===== src/rtl/core/slt_pkg.sv =====
// ============================================================================
// slt_pkg: shared types and constants for the shell line tokenizer
// Item types for both channels, character codes, scan modes and queue sizing.
// ============================================================================
`default_nettype none

package slt_pkg;

    // Character codes that steer the scan.
    localparam logic [7:0] CH_SPACE  = 8'h20;
    localparam logic [7:0] CH_TAB    = 8'h09;
    localparam logic [7:0] CH_PIPE   = 8'h7C;
    localparam logic [7:0] CH_LT     = 8'h3C;
    localparam logic [7:0] CH_GT     = 8'h3E;
    localparam logic [7:0] CH_SQUOTE = 8'h27;
    localparam logic [7:0] CH_DQUOTE = 8'h22;

    // Scan modes.
    localparam logic [1:0] MODE_BETWEEN = 2'd0;
    localparam logic [1:0] MODE_WORD    = 2'd1;
    localparam logic [1:0] MODE_QUOTE   = 2'd2;
    localparam logic [1:0] MODE_REDIR   = 2'd3;

    // Result queue: room for two results per item plus slack for one read.
    localparam int OQ_DEPTH = 4;
    localparam int OQ_AW    = $clog2(OQ_DEPTH);
    localparam int OQ_CW    = $clog2(OQ_DEPTH + 1);

    // One input item.
    typedef struct packed {
        logic [7:0] ch;
        logic       line_last;
    } slt_in_t;

    // One result item.
    typedef struct packed {
        logic [7:0] token_byte;
        logic       has_byte;
        logic       token_start;
        logic       token_end;
        logic       line_end;
    } slt_out_t;

    // Results produced by one accepted item, handed to the queue.
    typedef struct packed {
        logic [1:0] count;
        slt_out_t   first;
        slt_out_t   second;
    } slt_push_t;

    function automatic logic is_blank(input logic [7:0] c);
        return (c == CH_SPACE) || (c == CH_TAB);
    endfunction

    function automatic logic is_redir(input logic [7:0] c);
        return (c == CH_LT) || (c == CH_GT);
    endfunction

    function automatic logic opens_quote(input logic [7:0] c);
        return (c == CH_SQUOTE) || (c == CH_DQUOTE);
    endfunction

endpackage

`default_nettype wire


===== src/rtl/core/slt_scan.sv =====
// ============================================================================
// slt_scan: tokenizer scan state and per-item step
// Holds the scan mode and the pending token byte, and on every accepted item
// works out the zero to two results that the item releases.
// ============================================================================
`default_nettype none

module slt_scan (
    input  wire logic              clk,
    input  wire logic              rst_n,
    input  wire logic              accept,
    input  wire slt_pkg::slt_in_t  cmd,
    output slt_pkg::slt_push_t     push
);
    import slt_pkg::*;

    logic [1:0] mode_reg, mode_next;
    logic       qdbl_reg, qdbl_next;
    logic [7:0] held_byte_reg, held_byte_next;
    logic       held_valid_reg, held_valid_next;
    logic       held_start_reg, held_start_next;

    logic       cont;
    logic [7:0] c;
    logic [7:0] close_ch;
    slt_out_t   res_held;
    slt_out_t   res_last;
    logic       give_last;

    assign c        = cmd.ch;
    assign close_ch = qdbl_reg ? CH_DQUOTE : CH_SQUOTE;

    // Step of the scan for the current byte.
    always_comb
    begin
        cont            = 1'b0;
        mode_next       = mode_reg;
        qdbl_next       = qdbl_reg;
        held_byte_next  = held_byte_reg;
        held_start_next = held_start_reg;
        held_valid_next = 1'b0;

        // Does the byte continue the current token?
        unique case (mode_reg)
            MODE_WORD:
            begin
                if (!is_blank(c) && (c != CH_PIPE) && !is_redir(c))
                begin
                    cont = 1'b1;
                    if (opens_quote(c))
                    begin
                        mode_next = MODE_QUOTE;
                        qdbl_next = (c == CH_DQUOTE);
                    end
                end
            end
            MODE_QUOTE:
            begin
                cont = 1'b1;
                if (c == close_ch)
                begin
                    mode_next = MODE_WORD;
                end
            end
            MODE_REDIR:
            begin
                if (is_redir(c))
                begin
                    cont      = 1'b1;
                    mode_next = MODE_BETWEEN;
                end
            end
            default:
            begin
                cont = 1'b0;
            end
        endcase

        // The byte becomes the new pending byte unless it is a blank.
        if (cont)
        begin
            held_byte_next  = c;
            held_start_next = 1'b0;
            held_valid_next = 1'b1;
        end
        else if (is_blank(c))
        begin
            mode_next = MODE_BETWEEN;
        end
        else
        begin
            held_byte_next  = c;
            held_start_next = 1'b1;
            held_valid_next = 1'b1;
            if (c == CH_PIPE)
            begin
                mode_next = MODE_BETWEEN;
            end
            else if (is_redir(c))
            begin
                mode_next = MODE_REDIR;
            end
            else if (opens_quote(c))
            begin
                mode_next = MODE_QUOTE;
                qdbl_next = (c == CH_DQUOTE);
            end
            else
            begin
                mode_next = MODE_WORD;
            end
        end
    end

    // Results: the previously pending byte, then the line-end result.
    always_comb
    begin
        res_held.token_byte  = held_byte_reg;
        res_held.has_byte    = 1'b1;
        res_held.token_start = held_start_reg;
        res_held.token_end   = !cont;
        res_held.line_end    = cmd.line_last && !held_valid_next;

        if (held_valid_next)
        begin
            res_last.token_byte  = held_byte_next;
            res_last.has_byte    = 1'b1;
            res_last.token_start = held_start_next;
            res_last.token_end   = 1'b1;
        end
        else
        begin
            res_last.token_byte  = 8'h00;
            res_last.has_byte    = 1'b0;
            res_last.token_start = 1'b0;
            res_last.token_end   = 1'b0;
        end
        res_last.line_end = 1'b1;

        give_last   = cmd.line_last && (held_valid_next || !held_valid_reg);
        push.first  = held_valid_reg ? res_held : res_last;
        push.second = res_last;
        push.count  = 2'(held_valid_reg) + 2'(give_last);
    end

    // Scan state; a line's final byte returns it to the reset state.
    always_ff @(posedge clk or negedge rst_n)
    begin
        if (!rst_n)
        begin
            mode_reg       <= MODE_BETWEEN;
            qdbl_reg       <= 1'b0;
            held_byte_reg  <= 8'h00;
            held_valid_reg <= 1'b0;
            held_start_reg <= 1'b0;
        end
        else if (accept)
        begin
            if (cmd.line_last)
            begin
                mode_reg       <= MODE_BETWEEN;
                qdbl_reg       <= 1'b0;
                held_byte_reg  <= 8'h00;
                held_valid_reg <= 1'b0;
                held_start_reg <= 1'b0;
            end
            else
            begin
                mode_reg       <= mode_next;
                qdbl_reg       <= qdbl_next;
                held_byte_reg  <= held_byte_next;
                held_valid_reg <= held_valid_next;
                held_start_reg <= held_start_next;
            end
        end
    end

endmodule

`default_nettype wire


===== src/rtl/core/slt_outq.sv =====
// ============================================================================
// slt_outq: result queue of the shell line tokenizer
// Register queue: up to two in per cycle given room; one out unless stalled.
// ============================================================================
`default_nettype none

module slt_outq (
    input  wire logic               clk,
    input  wire logic               rst_n,
    input  wire logic               push_en,
    input  wire slt_pkg::slt_push_t push,
    output logic                    room,
    output logic                    tok_valid,
    input  wire logic               tok_stall,
    output slt_pkg::slt_out_t       tok
);
    import slt_pkg::*;

    slt_out_t           mem [OQ_DEPTH];
    logic [OQ_AW-1:0]   wr_ptr_reg, wr_ptr_next;
    logic [OQ_AW-1:0]   rd_ptr_reg;
    logic [OQ_CW-1:0]   count_reg, count_next;
    logic [1:0]         n_wr;
    logic               pop;

    assign n_wr      = push_en ? push.count : 2'd0;
    assign tok_valid = (count_reg != '0);
    assign tok       = mem[rd_ptr_reg];
    assign pop       = tok_valid && !tok_stall;

    // Accept an item only while two free entries are certain.
    assign room = (count_reg <= OQ_CW'(OQ_DEPTH - 2));

    assign wr_ptr_next = wr_ptr_reg + OQ_AW'(n_wr);
    assign count_next  = count_reg + OQ_CW'(n_wr) - OQ_CW'(pop);

    // Storage writes.
    always_ff @(posedge clk)
    begin
        if (n_wr != 2'd0)
        begin
            mem[wr_ptr_reg] <= push.first;
        end
        if (n_wr == 2'd2)
        begin
            mem[wr_ptr_reg + OQ_AW'(1)] <= push.second;
        end
    end

    // Pointers and fill count.
    always_ff @(posedge clk or negedge rst_n)
    begin
        if (!rst_n)
        begin
            wr_ptr_reg <= '0;
            rd_ptr_reg <= '0;
            count_reg  <= '0;
        end
        else
        begin
            wr_ptr_reg <= wr_ptr_next;
            count_reg  <= count_next;
            if (pop)
            begin
                rd_ptr_reg <= rd_ptr_reg + OQ_AW'(1);
            end
        end
    end

endmodule

`default_nettype wire


===== src/rtl/core/shell_line_tokenizer_core.sv =====
// ============================================================================
// shell_line_tokenizer_core: streaming shell command-line tokenizer
// Marks tokens in a byte stream and passes token bytes on with flags.
// ============================================================================
// Usage:
//   cmd channel (cmd_valid / cmd_stall / cmd): one byte of a command line per
//   item, with line_last set on the final byte of the line.
//   tok channel (tok_valid / tok_stall / tok): token bytes with start, end and
//   line-end flags, or a bare line-end marker when a line has no byte left.
//   Each byte is held back by one item so its end flag is known; the final
//   byte of a line releases up to two results at once.
//   Results of an item enter the result queue when it is accepted and are
//   offered on tok behind any earlier results. One item is taken per cycle
//   while cmd_stall is low, with a combinational scan step; the four-entry
//   result queue drains one result per cycle while tok_stall is low.
//   cmd_stall rises while the queue holds three or more results, so a stalled
//   receiver backs up into the sender. A stalled result holds.
//   Reset clears the scan state and empties the queue; no item is lost on
//   the tok side while stalled.
// ============================================================================
`default_nettype none

module shell_line_tokenizer_core (
    input  wire logic              clk,
    input  wire logic              rst_n,
    input  wire logic              cmd_valid,
    output logic                   cmd_stall,
    input  wire slt_pkg::slt_in_t  cmd,
    output logic                   tok_valid,
    input  wire logic              tok_stall,
    output slt_pkg::slt_out_t      tok
);
    import slt_pkg::*;

    slt_push_t push;
    logic      room;
    logic      accept;

    assign cmd_stall = !room;
    assign accept    = cmd_valid && room;

    // Scan step and pending byte.
    slt_scan u_scan (
        .clk    (clk),
        .rst_n  (rst_n),
        .accept (accept),
        .cmd    (cmd),
        .push   (push)
    );

    // Result queue toward the receiver.
    slt_outq u_outq (
        .clk       (clk),
        .rst_n     (rst_n),
        .push_en   (accept),
        .push      (push),
        .room      (room),
        .tok_valid (tok_valid),
        .tok_stall (tok_stall),
        .tok       (tok)
    );

endmodule

`default_nettype wire


===== config.mk =====
export PLATFORM = sky130hd
export DESIGN_NAME = shell_line_tokenizer_core
export DESIGN_NICKNAME = d
export VERILOG_FILES = /design/src/rtl/core/slt_pkg.sv /design/src/rtl/core/slt_scan.sv /design/src/rtl/core/slt_outq.sv /design/src/rtl/core/shell_line_tokenizer_core.sv
export SDC_FILE = /design/constraint.sdc
export NUM_CORES = 1
export LEC_CHECK = 0
export BUFFER_PORTS_ARGS = -buffer_cell sky130_fd_sc_hd__buf_4
export CAP_MARGIN = 25
export CORE_MARGIN = 2
export CORE_UTILIZATION = 45
export CTS_CLUSTER_SIZE = 16
export DETAILED_ROUTE_END_ITERATION = 8
export GPL_ROUTABILITY_DRIVEN = 1
export GPL_TIMING_DRIVEN = 1
export SETUP_SLACK_MARGIN = 0.3
export SLEW_MARGIN = 10
export SYNTH_ARGS = -nofsm -noshare
export SYNTH_HDL_FRONTEND = slang
export SYNTH_SLANG_ARGS = --single-unit

===== constraint.sdc =====
create_clock -name clk -period 6.7 [get_ports clk]
set_clock_uncertainty 0.05 [all_clocks]
set_input_delay 1.005 -clock clk [delete_from_list [all_inputs] [get_ports clk]]
set_output_delay 1.005 -clock clk [all_outputs]
set_load 0.02 [all_outputs]

==> summary.txt <==
status: finished clean
EDFF count, synth: 44
TritonCTS clock tree: done
DP Area: 0.004026 sq mm
via/cell ratio: 5.860
ratio of total power to cell area: 397.2 mW/mm^2
Leak: 1.622 nW
Synthesized Nets: 365
Hold Buf Count CTS: 0
total track usage: 21.64%
flop and latch count out of synthesis: 68
final hold violations: 0
crit path DAT: 4.43 ns
num rows: 33
Slew Limit Fails: 0
GP Congestion: 0.9187
RSZ-0062 raised after global routing: false
Synth Flop Type: edfxtp_1
maximum VDD drop: 0.1434 mV
Core ar.: 0.008134 sq mm
Reg clk slew, reported paths: 0.08 ns
Overflow after GRT: 0
Distinct cells, synth: 56
pin count of the biggest net entering global routing: 21
top cells by area, synth: edfxtp_1 (35%), dfrtp_1 (13%), mux4_2 (7.2%)
total number of vias: 2772
worst slew pin tran: 1.022 ns
FF-to-FF Start: u_scan.mode_reg[0]$_DFFE_PN0P_
CTS Buf Count: 9
most common cell after layout, fill and taps aside: nand2_1
first-pass GRT wire length: 14.47 mm
DRT Pass-1 Iters: 4
Syn Inst Count: 341
Clock Tree Root: clkbuf_8
worst hold path depth: 2
most frequent cells in the layout: nand2_1 (51), edfxtp_1 (44), o21ai_0 (34)
Hold Crit Start: u_outq.mem[0][0]$_SDFFE_PP1P_
Starting Density: 46.12%
number of global-route vias before repair: 2784
r2r setup slk: 2.74 ns
setup_tns: 0 ns
CTS resizes: 0
Async SR Flop Fraction: 29.41%
startpoint types: input port
Place WS: 2.127 ns
htree depth: 3
I/O pin total: 27
max reg flops: 48
Max-Cap Viols: 0
Setup CP Type: input port to flip-flop
Worst EP required: 6.84 ns
register area: 0.001902 sq mm
Wirelength per Cell: 18.97 um
clk_lat worst skew: 0.34 ns
antenna violations before repair: 0
Post-Layout Inst Area: 0.004234 sq mm
Inserted Diodes: 0
final hold slack: 0.4486 ns
fill count: 726
number of port buffers: 26
Worst Hold Endpoint: u_outq.mem[0][0]$_SDFFE_PP1P_
die height: 95.30 um
Mean Syn Cell Area: 11.00 sq um
period utilisation layout: 64.09%
Fmax: 232.9 MHz
die width: 95.30 um
# DRC: 0
Routed WL: 8.971 mm
final setup vio count: 0
area share of the largest cell type after synthesis: 35.22%
reg-to-reg endpoint: u_outq.mem[1][1]$_DFFE_PP_
dominant cell type by area after synthesis: edfxtp_1
number of nets in the layout: 387
Mapped Area: 0.003751 sq mm
die area: 0.009082 sq mm
cells on worst reg2reg path: 12
Period minus WS final: 4.294 ns
sequential share of the synthesized area: 50.70%
max_slew headroom: 31.62%
CP Capture Type: flip-flop
area occupied by multi-input gates: 0.001715 sq mm
HPWL Detailed: 6.595 mm
Finished Core Util: 52.05%
Ys Warns: 0
1st-iter DRT viols: 173
Max Root-Sink Buffers: 2
share of layout cells above drive strength 1: 18.48%
Routed Antenna Nets: 0
area grow syn2layout: 12.88%
HP Class: flip-flop to flip-flop
# clock sinks: 68
setup ws final: 2.406 ns
crit-path max FO: 12
postcts setup bufs: 0
==> worst max-delay path by stage <==
stage	start	endpoint	slack [ns]	depth (start not counted)
3_3_place_gp	cmd[7]	u_outq.mem[2][1]$_DFFE_PP_	2.12	11
5_1_grt	cmd[7]	u_outq.mem[1][1]$_DFFE_PP_	2.16	11
3_5_place_dp	cmd[7]	u_outq.mem[1][1]$_DFFE_PP_	2.13	11
2_1_floorplan	cmd[8]	u_outq.mem[3][1]$_DFFE_PP_	2.59	12
4_1_cts	cmd[7]	u_outq.mem[1][1]$_DFFE_PP_	2.48	11
6_report	cmd[7]	u_outq.mem[1][1]$_DFFE_PP_	2.41	11
==> where the power goes <==
group	total, W	internal (W)	switching (W)	leakage, nW
Combinational	0.000615	0.000284	0.000330	0.820
Clock	0.000362	0.000186	0.000176	0.107
Sequential	0.000705	0.000555	0.000150	0.695
Total	0.00168	0.00103	0.000657	1.62
==> layout make-up <==
cell class                 instances  share of cell area (%)
sequential                        68                   44.92
multi-input combinational        241                   40.51
timing repair buffer              30                   5.408
clock buffer                      10                   3.251
tap                              105                   3.103
clock inverter                     6                   1.655
inverter                          13                   1.152
==> cells in the mapped netlist, types with 2 or more instances <==
cell type,instances
nand2_1,51
edfxtp_1,44
o21ai_0,34
nor2_1,25
dfrtp_1,20
a22o_1,17
inv_1,13
clkbuf_1,12
mux4_2,12
a21oi_1,11
ha_1,10
a22oi_1,8
nor2b_1,7
nor3_1,6
buf_2,5
dfxtp_1,4
o21a_1,4
xnor2_1,4
a21o_1,3
nand3_1,3
a211o_1,2
a21boi_1,2
and2_1,2
and3_1,2
and3b_1,2
mux2i_1,2
nand2b_1,2
o211a_1,2
o211ai_1,2
o21ai_2,2
o22ai_1,2
xor2_1,2
==> per-layer routing <==
| layer | routed length [um] | global-route usage (%) | vias up | part of all wire (%) |
|---|---|---|---|---|
| li1 | - | - | 1309 | - |
| met1 | 3805 | 29.06 | 1374 | 42 |
| met2 | 4518 | 35.56 | 85 | 50 |
| met3 | 595 | 3.636 | 4 | 6.6 |
| met4 | 51 | 7.488 | 0 | 0.57 |
| met5 | 0 | 0 | - | 0 |
==> metrics by stage <==
stage	power, W	instances
finish	0.001682	473
detailed placement	0.001335	457
floorplan	0.001123	341
global route	0.001795	473
global placement	0.001311	454
CTS	0.001689	473
==> worst max-delay path: stages <==
cell	delay [ns]
buf_4	0.15
or3b_4	0.43
o31a_1	0.32
o21a_1	0.32
a21oi_1	0.21
ha_1	0.28
o211a_1	0.40
nand2_1	0.14
nor2_1	0.81
nor2_1	0.13
o22ai_1	0.22
==> kinds of logic (layout without fill, tap and decap cells) <==
family	after synthesis	count (layout)	synth area share [%]
AND/OR/NAND/NOR	111	111	14.38
AO/OA/AOI/OAI	99	99	18.35
flip-flops	68	68	50.70
buffers and inverters	32	59	3.569
multiplexers	14	14	7.739
adder cells (fa/ha/maj)	11	11	3.869
XOR/XNOR	6	6	1.401
(Power assumes the default switching activity.)
